$ cat src/design/assert_macros.svh
// Assertion macros used by the binomial coefficient unit.
`ifndef ASSERT_MACROS_SVH
`define ASSERT_MACROS_SVH

// Checked on every clock edge outside reset.
`define BC_ASSERT(lbl, prop, msg) \
  lbl: assert property (@(posedge clk) disable iff (rst) prop) else $error(msg);

// Checked on every clock edge, reset included.
`define BC_ASSERT_ALWAYS(lbl, prop, msg) \
  lbl: assert property (@(posedge clk) prop) else $error(msg);

`endif

$ cat src/design/bc_pkg.sv
package bc_pkg;

  localparam int STATUS_W = 2;
  localparam logic [STATUS_W-1:0] STATUS_OK       = 2'd0;
  localparam logic [STATUS_W-1:0] STATUS_INVALID  = 2'd1;
  localparam logic [STATUS_W-1:0] STATUS_OVERFLOW = 2'd2;

  localparam logic [63:0] COEF_BOUND = 64'd18400000000000000000;

  // The running value passes the bound before the step index reaches 35.
  localparam int I_W = 6;

  localparam int COUNT_W   = 4;
  localparam int MUL_STEPS = 4;
  localparam int DIV_STEPS = 8;
  localparam logic [COUNT_W-1:0] ACC_LAST  = COUNT_W'(MUL_STEPS);
  localparam logic [COUNT_W-1:0] DIV_FIRST = COUNT_W'(MUL_STEPS + 1);
  localparam logic [COUNT_W-1:0] LAST_STEP = COUNT_W'(MUL_STEPS + DIV_STEPS);

  typedef enum logic [2:0] {
    S_IDLE,
    S_CHECK,
    S_ORDER,
    S_LAUNCH,
    S_WAIT,
    S_TEST,
    S_DONE
  } state_t;

  typedef struct packed {
    logic start;
  } mdu_cmd_t;

  typedef struct packed {
    logic done;
    logic wide;
  } mdu_rsp_t;

  typedef struct packed {
    logic                ready;
    logic                res_valid;
    logic [STATUS_W-1:0] status;
  } seq_stat_t;

  // Eight restoring division steps: returns the new remainder above the quotient byte.
  function automatic logic [I_W+7:0] div_byte(input logic [I_W-1:0] rem_in,
                                              input logic [7:0]     dividend,
                                              input logic [I_W-1:0] divisor);
    logic [I_W:0]   cur;
    logic [I_W-1:0] rem;
    logic [7:0]     q;
    rem = rem_in;
    q   = 8'h00;
    for (int b = 7; b >= 0; b--) begin
      cur = {rem, dividend[b]};
      if (cur >= {1'b0, divisor}) begin
        q[b] = 1'b1;
        cur  = cur - {1'b0, divisor};
      end
      rem = cur[I_W-1:0];
    end
    return {rem, q};
  endfunction

endpackage

$ cat src/design/binomial_coefficient_unit.sv
// Binomial coefficient unit: answers C(n_total, r_choose) with a status code.
// A request is taken when req_valid is high and req_stall is low; req_stall is
// high from the cycle after acceptance until the result has moved into the
// output register, so one request is worked on at a time.
// The result leaves on coefficient and status under resp_valid and resp_stall.
// Status ok carries the coefficient; invalid (r above n) and overflow (a running
// value above the bound) carry a zero coefficient.
// An invalid request ends after the check, a trivial one after the ordering step,
// and otherwise the work takes k = min(r, n - r) recurrence steps, never
// more than 34 before the overflow bound stops the work.
// Without stalls a new request is taken at the edge where the previous result
// can first be taken; none is begun before that result is in the output register.
// Each step is one pass of the shared multiply and divide unit: four 32 by 32
// partial products, then eight byte-wide division steps by the step index.
// While the receiver stalls, the result is held in the output register and a
// new request may already be taken; the next result waits until it drains.
// Reset is synchronous and clears the sequencer and the output valid flag.
`include "assert_macros.svh"

module binomial_coefficient_unit (
  input  logic                        clk,
  input  logic                        rst,
  input  logic                        req_valid,
  output logic                        req_stall,
  input  logic [63:0]                 n_total,
  input  logic [31:0]                 r_choose,
  output logic                        resp_valid,
  input  logic                        resp_stall,
  output logic [63:0]                 coefficient,
  output logic [bc_pkg::STATUS_W-1:0] status
);
  import bc_pkg::*;

  seq_stat_t      stat;
  mdu_cmd_t       cmd;
  mdu_rsp_t       rsp;
  logic [63:0]    seq_coef;
  logic [63:0]    value;
  logic [63:0]    mult;
  logic [I_W-1:0] divisor;
  logic [63:0]    quot;
  logic           accept;
  logic           load;

  assign req_stall = !stat.ready;
  assign accept    = req_valid && stat.ready;
  assign load      = stat.res_valid && (!resp_valid || !resp_stall);

  bc_seq u_seq (
    .clk         (clk),
    .rst         (rst),
    .accept      (accept),
    .n_total     (n_total),
    .r_choose    (r_choose),
    .taken       (load),
    .stat        (stat),
    .coefficient (seq_coef),
    .cmd         (cmd),
    .value       (value),
    .mult        (mult),
    .divisor     (divisor),
    .rsp         (rsp),
    .quot        (quot)
  );

  bc_mdu u_mdu (
    .clk     (clk),
    .rst     (rst),
    .cmd     (cmd),
    .value   (value),
    .mult    (mult),
    .divisor (divisor),
    .rsp     (rsp),
    .quot    (quot)
  );

  always_ff @(posedge clk) begin
    if (rst) begin
      resp_valid <= 1'b0;
    end else if (load) begin
      resp_valid <= 1'b1;
    end else if (!resp_stall) begin
      resp_valid <= 1'b0;
    end
  end

  always_ff @(posedge clk) begin
    if (load) begin
      coefficient <= seq_coef;
      status      <= stat.status;
    end
  end

  `BC_ASSERT_ALWAYS(a_reset_clears, rst |=> !resp_valid && !req_stall, "reset not cleared")
  `BC_ASSERT(a_one_at_a_time, req_valid && !req_stall |=> req_stall, "request taken while busy")
  `BC_ASSERT(a_error_zero, resp_valid && status != STATUS_OK |-> coefficient == '0,
             "error result with nonzero coefficient")
  `BC_ASSERT(a_within_bound, resp_valid && status == STATUS_OK |-> coefficient <= COEF_BOUND,
             "coefficient above bound")

endmodule

$ cat src/design/bc_mdu.sv
module bc_mdu (
  input  logic                  clk,
  input  logic                  rst,
  input  bc_pkg::mdu_cmd_t      cmd,
  input  logic [63:0]           value,
  input  logic [63:0]           mult,
  input  logic [bc_pkg::I_W-1:0] divisor,
  output bc_pkg::mdu_rsp_t      rsp,
  output logic [63:0]           quot
);
  import bc_pkg::*;

  logic               busy;
  logic               done;
  logic [COUNT_W-1:0] step;
  logic [63:0]        pp;
  logic [1:0]         pp_pos;
  logic [127:0]       acc;
  logic [I_W-1:0]     rem;
  logic               wide;

  logic [31:0]        a_half;
  logic [31:0]        b_half;
  logic [127:0]       addend;
  logic               is_mul;
  logic               is_acc;
  logic               is_div;
  logic [I_W-1:0]     rem_in;
  logic               wide_now;
  logic [I_W+7:0]     div_out;

  always_comb begin
    a_half   = step[1] ? value[63:32] : value[31:0];
    b_half   = step[0] ? mult[63:32] : mult[31:0];
    is_mul   = step < COUNT_W'(MUL_STEPS);
    is_acc   = (step != '0) && (step <= ACC_LAST);
    is_div   = step >= DIV_FIRST;
    rem_in   = (step == DIV_FIRST) ? acc[64 +: I_W] : rem;
    wide_now = (step == DIV_FIRST) && (acc[127:64] >= {{(64-I_W){1'b0}}, divisor});
    div_out  = div_byte(rem_in, acc[63:56], divisor);
  end

  always_comb begin
    unique case (pp_pos)
      2'd0:    addend = {64'd0, pp};
      2'd1:    addend = {32'd0, pp, 32'd0};
      2'd2:    addend = {pp, 64'd0};
      default: addend = '0;
    endcase
  end

  always_ff @(posedge clk) begin
    if (rst) begin
      busy <= 1'b0;
      done <= 1'b0;
      step <= '0;
    end else begin
      done <= 1'b0;
      if (cmd.start) begin
        busy <= 1'b1;
        step <= '0;
      end else if (busy) begin
        if (wide_now || step == LAST_STEP) begin
          busy <= 1'b0;
          done <= 1'b1;
        end else begin
          step <= step + COUNT_W'(1);
        end
      end
    end
  end

  always_ff @(posedge clk) begin
    if (cmd.start) begin
      acc  <= '0;
      wide <= 1'b0;
    end else if (busy) begin
      if (is_mul) begin
        pp     <= a_half * b_half;
        pp_pos <= {1'b0, step[0]} + {1'b0, step[1]};
      end
      if (is_acc) begin
        acc <= acc + addend;
      end
      if (is_div) begin
        rem        <= div_out[I_W+7:8];
        quot       <= {quot[55:0], div_out[7:0]};
        acc[63:0]  <= {acc[55:0], 8'h00};
        wide       <= wide_now;
      end
    end
  end

  assign rsp.done = done;
  assign rsp.wide = wide;

endmodule

$ cat src/design/bc_seq.sv
module bc_seq (
  input  logic                   clk,
  input  logic                   rst,
  input  logic                   accept,
  input  logic [63:0]            n_total,
  input  logic [31:0]            r_choose,
  input  logic                   taken,
  output bc_pkg::seq_stat_t      stat,
  output logic [63:0]            coefficient,
  output bc_pkg::mdu_cmd_t       cmd,
  output logic [63:0]            value,
  output logic [63:0]            mult,
  output logic [bc_pkg::I_W-1:0] divisor,
  input  bc_pkg::mdu_rsp_t       rsp,
  input  logic [63:0]            quot
);
  import bc_pkg::*;

  state_t              state;
  state_t              state_next;
  logic [63:0]         n;
  logic [31:0]         r;
  logic [63:0]         diff;
  logic [31:0]         rr;
  logic [I_W-1:0]      i;
  logic [STATUS_W-1:0] status;

  logic                r_gt;
  logic                diff_lt;
  logic [31:0]         rr_next;
  logic [63:0]         top_next;
  logic                overflow;
  logic                i_last;

  always_comb begin
    r_gt     = {32'd0, r} > n;
    diff_lt  = diff < {32'd0, r};
    rr_next  = diff_lt ? diff[31:0] : r;
    top_next = diff_lt ? {32'd0, r} : diff;
    overflow = rsp.wide || (quot > COEF_BOUND);
    i_last   = {{(32-I_W){1'b0}}, i} == rr;
  end

  always_comb begin
    state_next = state;
    unique case (state)
      S_IDLE:   if (accept) state_next = S_CHECK;
      S_CHECK:  state_next = r_gt ? S_DONE : S_ORDER;
      S_ORDER:  state_next = (rr_next == 32'd0) ? S_DONE : S_LAUNCH;
      S_LAUNCH: state_next = S_WAIT;
      S_WAIT:   if (rsp.done) state_next = S_TEST;
      S_TEST:   state_next = (overflow || i_last) ? S_DONE : S_LAUNCH;
      S_DONE:   if (taken) state_next = S_IDLE;
      default:  state_next = S_IDLE;
    endcase
  end

  always_comb begin
    stat.ready     = state == S_IDLE;
    stat.res_valid = state == S_DONE;
    stat.status    = status;
    cmd.start      = state == S_LAUNCH;
  end

  always_ff @(posedge clk) begin
    if (rst) begin
      state <= S_IDLE;
    end else begin
      state <= state_next;
    end
  end

  always_ff @(posedge clk) begin
    unique case (state)
      S_IDLE: begin
        if (accept) begin
          n <= n_total;
          r <= r_choose;
        end
      end
      S_CHECK: begin
        diff <= n - {32'd0, r};
        if (r_gt) begin
          status <= STATUS_INVALID;
          value  <= '0;
        end
      end
      S_ORDER: begin
        rr     <= rr_next;
        mult   <= top_next + 64'd1;
        i      <= I_W'(1);
        value  <= 64'd1;
        status <= STATUS_OK;
      end
      S_TEST: begin
        if (overflow) begin
          status <= STATUS_OVERFLOW;
          value  <= '0;
        end else begin
          value <= quot;
          if (!i_last) begin
            i    <= i + I_W'(1);
            mult <= mult + 64'd1;
          end
        end
      end
      default: begin
      end
    endcase
  end

  assign coefficient = value;
  assign divisor     = i;

endmodule
$ cat config.mk
export PLATFORM = sky130hd
export DESIGN_NAME = binomial_coefficient_unit
export DESIGN_NICKNAME = d
export VERILOG_FILES = /design/src/design/bc_pkg.sv /design/src/design/binomial_coefficient_unit.sv /design/src/design/bc_mdu.sv /design/src/design/bc_seq.sv
export VERILOG_INCLUDE_DIRS = /design/src /design/src/design
export SDC_FILE = /design/constraint.sdc
export NUM_CORES = 2
export LEC_CHECK = 0
export BUFFER_PORTS_ARGS = -buffer_cell sky130_fd_sc_hd__buf_2
export CAP_MARGIN = 20
export CORE_MARGIN = 10
export CORE_UTILIZATION = 46
export DETAILED_ROUTE_END_ITERATION = 10
export SLEW_MARGIN = 15
export SYNTH_ARGS = -nofsm -noshare
export SYNTH_HDL_FRONTEND = slang
export SYNTH_HIERARCHICAL = 1
export SYNTH_SLANG_ARGS = --single-unit
$ cat constraint.sdc
create_clock -name clk -period 22.8 [get_ports clk]
set_clock_uncertainty 0.05 [all_clocks]
set_input_delay 2.28 -clock clk [delete_from_list [all_inputs] [get_ports clk]]
set_output_delay 2.28 -clock clk [all_outputs]
set_load 0.01 [all_outputs]
==> results.cfg <==
[finish]
fin_nets = 9438
final_layout_size_suffix_gt1_share_pct = 7.112
multi_input_area_um2 = 49660
fill_cells = 15164
regArea_um2 = 18700
area_growth_pct = 6.957

[global_route]
antenna_found_initial = 10
track_usage_pct = 27.77
grt_pass1_vias = 60407
grt_max_degree = 122
grt_pass1_wl_mm = 379.4
grt-ovfl-total = 0

[clock_tree]
cts_root_buf = clkbuf_16
cts_sinks = 669
clk_pin_slew_ns = 0.06
clock_latency_ns = 0.72
hold_buffers = 0
ctsHtreeMaxLevel = 3
cts.path.max_buffers = 3
cts_resized = 0
cts_inserted_buffers = 80
post_cts_buffers = 0
cts_tree = done

[die]
fp.dieH_um = 422.1
io_pins = 168
fp.dieW_um = 422.1
start_util_pct = 46.33
core_area_um2 = 160600
die_area_um2 = 178200
row_count = 147

[timing]
setup_tns_ns = 0
rsz0062_at_grt = no
period_share_pct = 88.17
finalSetupViolations = 0
worst_slew_pin_slew_ns = 1.182
clock.fmax_mhz = 49.74
hold_violations = 0
slew_headroom_pct = 20.49
drv_slew = 0
min_period_ns = 20.10
hold_slack_ns = 0.3836

[logic_synthesis]
synth_top_family_by_area = adder cells
yosysSeqAreaShare_pct = 25.14
yosys.area_share.simple_pct = 15.91
synthDistinctLibCells = 99
synth-adder-area-share_pct = 33.01
synth-compound-area-share_pct = 10.82
synth_xor_area_share_pct = 3.697
synth-edff-count = 530
syn-num-nets = 9545
syn-instance-count = 8026
synth_mux_area_share_pct = 3.045
postSynthAreaPerCell_um2 = 9.268
synth-async-reset-ratio_pct = 0
yosysWarnings = 6
synth_area_um2 = 74380
ys_seq_elements = 669
synthFlopType = edfxtp_1

[worst_setup_path]
slowest_delay_ns = 0.99
cp-end-kind = register
cp.required_ns = 23.17
worst_ep_arrival_time_ns = 20.48
path_class = reg2reg
r2r_slack_ns = 2.70
crit_slowest_cell = dfxtp_4
crit_top_cell = ha_1
worst-path-buf-inv = 6
critPathMaxFanout = 68
startpoint_type = register
cp_top_family = compound AO/OA/AOI/OAI gates

[place]
numPortBuffers = 167
dp_hpwl_mm = 193.5
place_congestion = 0.9927

[routing]
drc = 0
wire_per_inst_um = 24.74
dr.pass1.iters = 6
wirelength_mm = 251.2
postRouteAntennaNets = 0
vias = 58771
drtIter0Drc = 4866
viasPerCell = 5.789

[job]
cap_violations = 0

[outcome]
status = finished, final reports clean

[worst_hold_path]
hp-class = reg2reg
[worst reg2reg max path: cells and delay by family, from the launching register on]
| kind | cells | cell delay (ns) |
|---|---|---|
| adder cells (fa/ha/maj) | 9 | 2.68 |
| flip-flops | 1 | 0.99 |
| multiplexers | 8 | 2.97 |
| AND/OR/NAND/NOR | 13 | 2.67 |
| AO/OA/AOI/OAI | 37 | 9.81 |
| buffers and inverters | 6 | 0.73 |
[cell usage in the layout (no fill, tap or decap), drive strengths merged, types with 21 or more instances in the layout]
cell / count
a211oi: 49
a21boi: 21
a21o: 175
a21oi: 378
a22o: 33
a311oi: 52
a31oi: 42
and2: 185
and3: 40
buf: 268
clkbuf: 97
clkinv: 36
dfxtp: 139
edfxtp: 530
fa: 906
ha: 513
inv: 1110
mux2: 86
mux2i: 126
nand2: 1265
nand2b: 41
nand3: 118
nand4: 121
nor2: 522
nor2b: 49
nor3: 76
nor4: 85
o211ai: 24
o21a: 46
o21ai: 232
o21bai: 46
or3: 27
xnor2: 190
xor2: 124
[worst paths after layout]
check,cells past startpoint,startpoint,end
setup / recovery,73,u_mdu/step[1]$_SDFFE_PP0P_,u_mdu/rem[3]$_DFFE_PP_
hold / removal,0,u_seq/status[1]$_DFFE_PP_,status[1]$_DFFE_PP_
setup reg to reg,73,u_mdu/step[1]$_SDFFE_PP0P_,u_mdu/rem[3]$_DFFE_PP_
hold reg to reg,0,u_seq/status[1]$_DFFE_PP_,status[1]$_DFFE_PP_
[cell families (layout without fill, tap and decap cells)]
group / Yosys count / count (layout)
XOR/XNOR: 314 / 314
adder cells (fa/ha/maj): 1419 / 1419
AND/OR/NAND/NOR: 2610 / 2610
buffers and inverters: 1566 / 1526
AO/OA/AOI/OAI: 1236 / 1236
flip-flops: 669 / 669
multiplexers: 212 / 212
other: 0 / 6
[sequential cells by signal, summed over array words and instances (netlist names)]
name,count
coefficient,64
resp_valid,1
status,2
u_mdu/acc,128
u_mdu/busy,1
u_mdu/done,1
u_mdu/pp,64
u_mdu/pp_pos,2
u_mdu/quot,64
u_mdu/rem,6
u_mdu/step,4
u_mdu/wide,1
u_seq/coefficient,64
u_seq/diff,64
u_seq/divisor,6
u_seq/mult,64
u_seq/n,64
u_seq/r,32
u_seq/rr,32
u_seq/state,3
u_seq/status,2
[synthesized netlist by cell type (72+ instances only)]
cell type | instances | area share (%)
a21o_1 | 175 | 1.8
a21oi_1 | 377 | 2.5
and2_1 | 185 | 1.6
buf_4 | 72 | 0.73
clkbuf_1 | 342 | 1.7
dfxtp_1 | 139 | 3.7
edfxtp_1 | 530 | 21
fa_1 | 906 | 24
ha_1 | 513 | 8.6
inv_1 | 1105 | 5.6
mux2_2 | 81 | 1.2
mux2i_1 | 124 | 1.7
nand2_1 | 1264 | 6.4
nand3_1 | 117 | 0.79
nand4_1 | 121 | 1.0
nor2_1 | 520 | 2.6
nor3_1 | 75 | 0.50
nor4_1 | 80 | 0.67
o21ai_0 | 221 | 1.5
xnor2_1 | 190 | 2.2
xor2_1 | 124 | 1.5
[area by class of cell]
type                       instances  area share [%]
antenna                            6         0.01887
clock buffer                      96           2.644
clock inverter                    53          0.7234
inverter                        1108           5.232
multi-input combinational       5791           62.42
sequential                       669           23.51
tap                             2160           3.397
timing repair buffer             269           2.059
[metal layers]
| layer | part of all wire [%] | track usage, % |
|---|---|---|
| met3 | 7.0 | 4.070 |
| met5 | 0.0044 | 0 |
| met2 | 47 | 45.41 |
| met4 | 6.7 | 15.85 |
| met1 | 40 | 35.13 |
[metrics by stage]
stage,setup WS (ns),util [%],std cells,instance area (µm²)
floorplan,4.979,-,8026,74380
global placement,2.363,47.84,9994,76820
detailed placement,2.564,47.87,9996,76860
CTS,2.462,49.53,10145,79540
global route,0.8983,49.54,10146,79540
finish,2.696,49.55,10152,79560
Power is left out: the tool's default activity adds up to more than one toggle a clock period on the data nets, which glitch-free logic cannot reach.
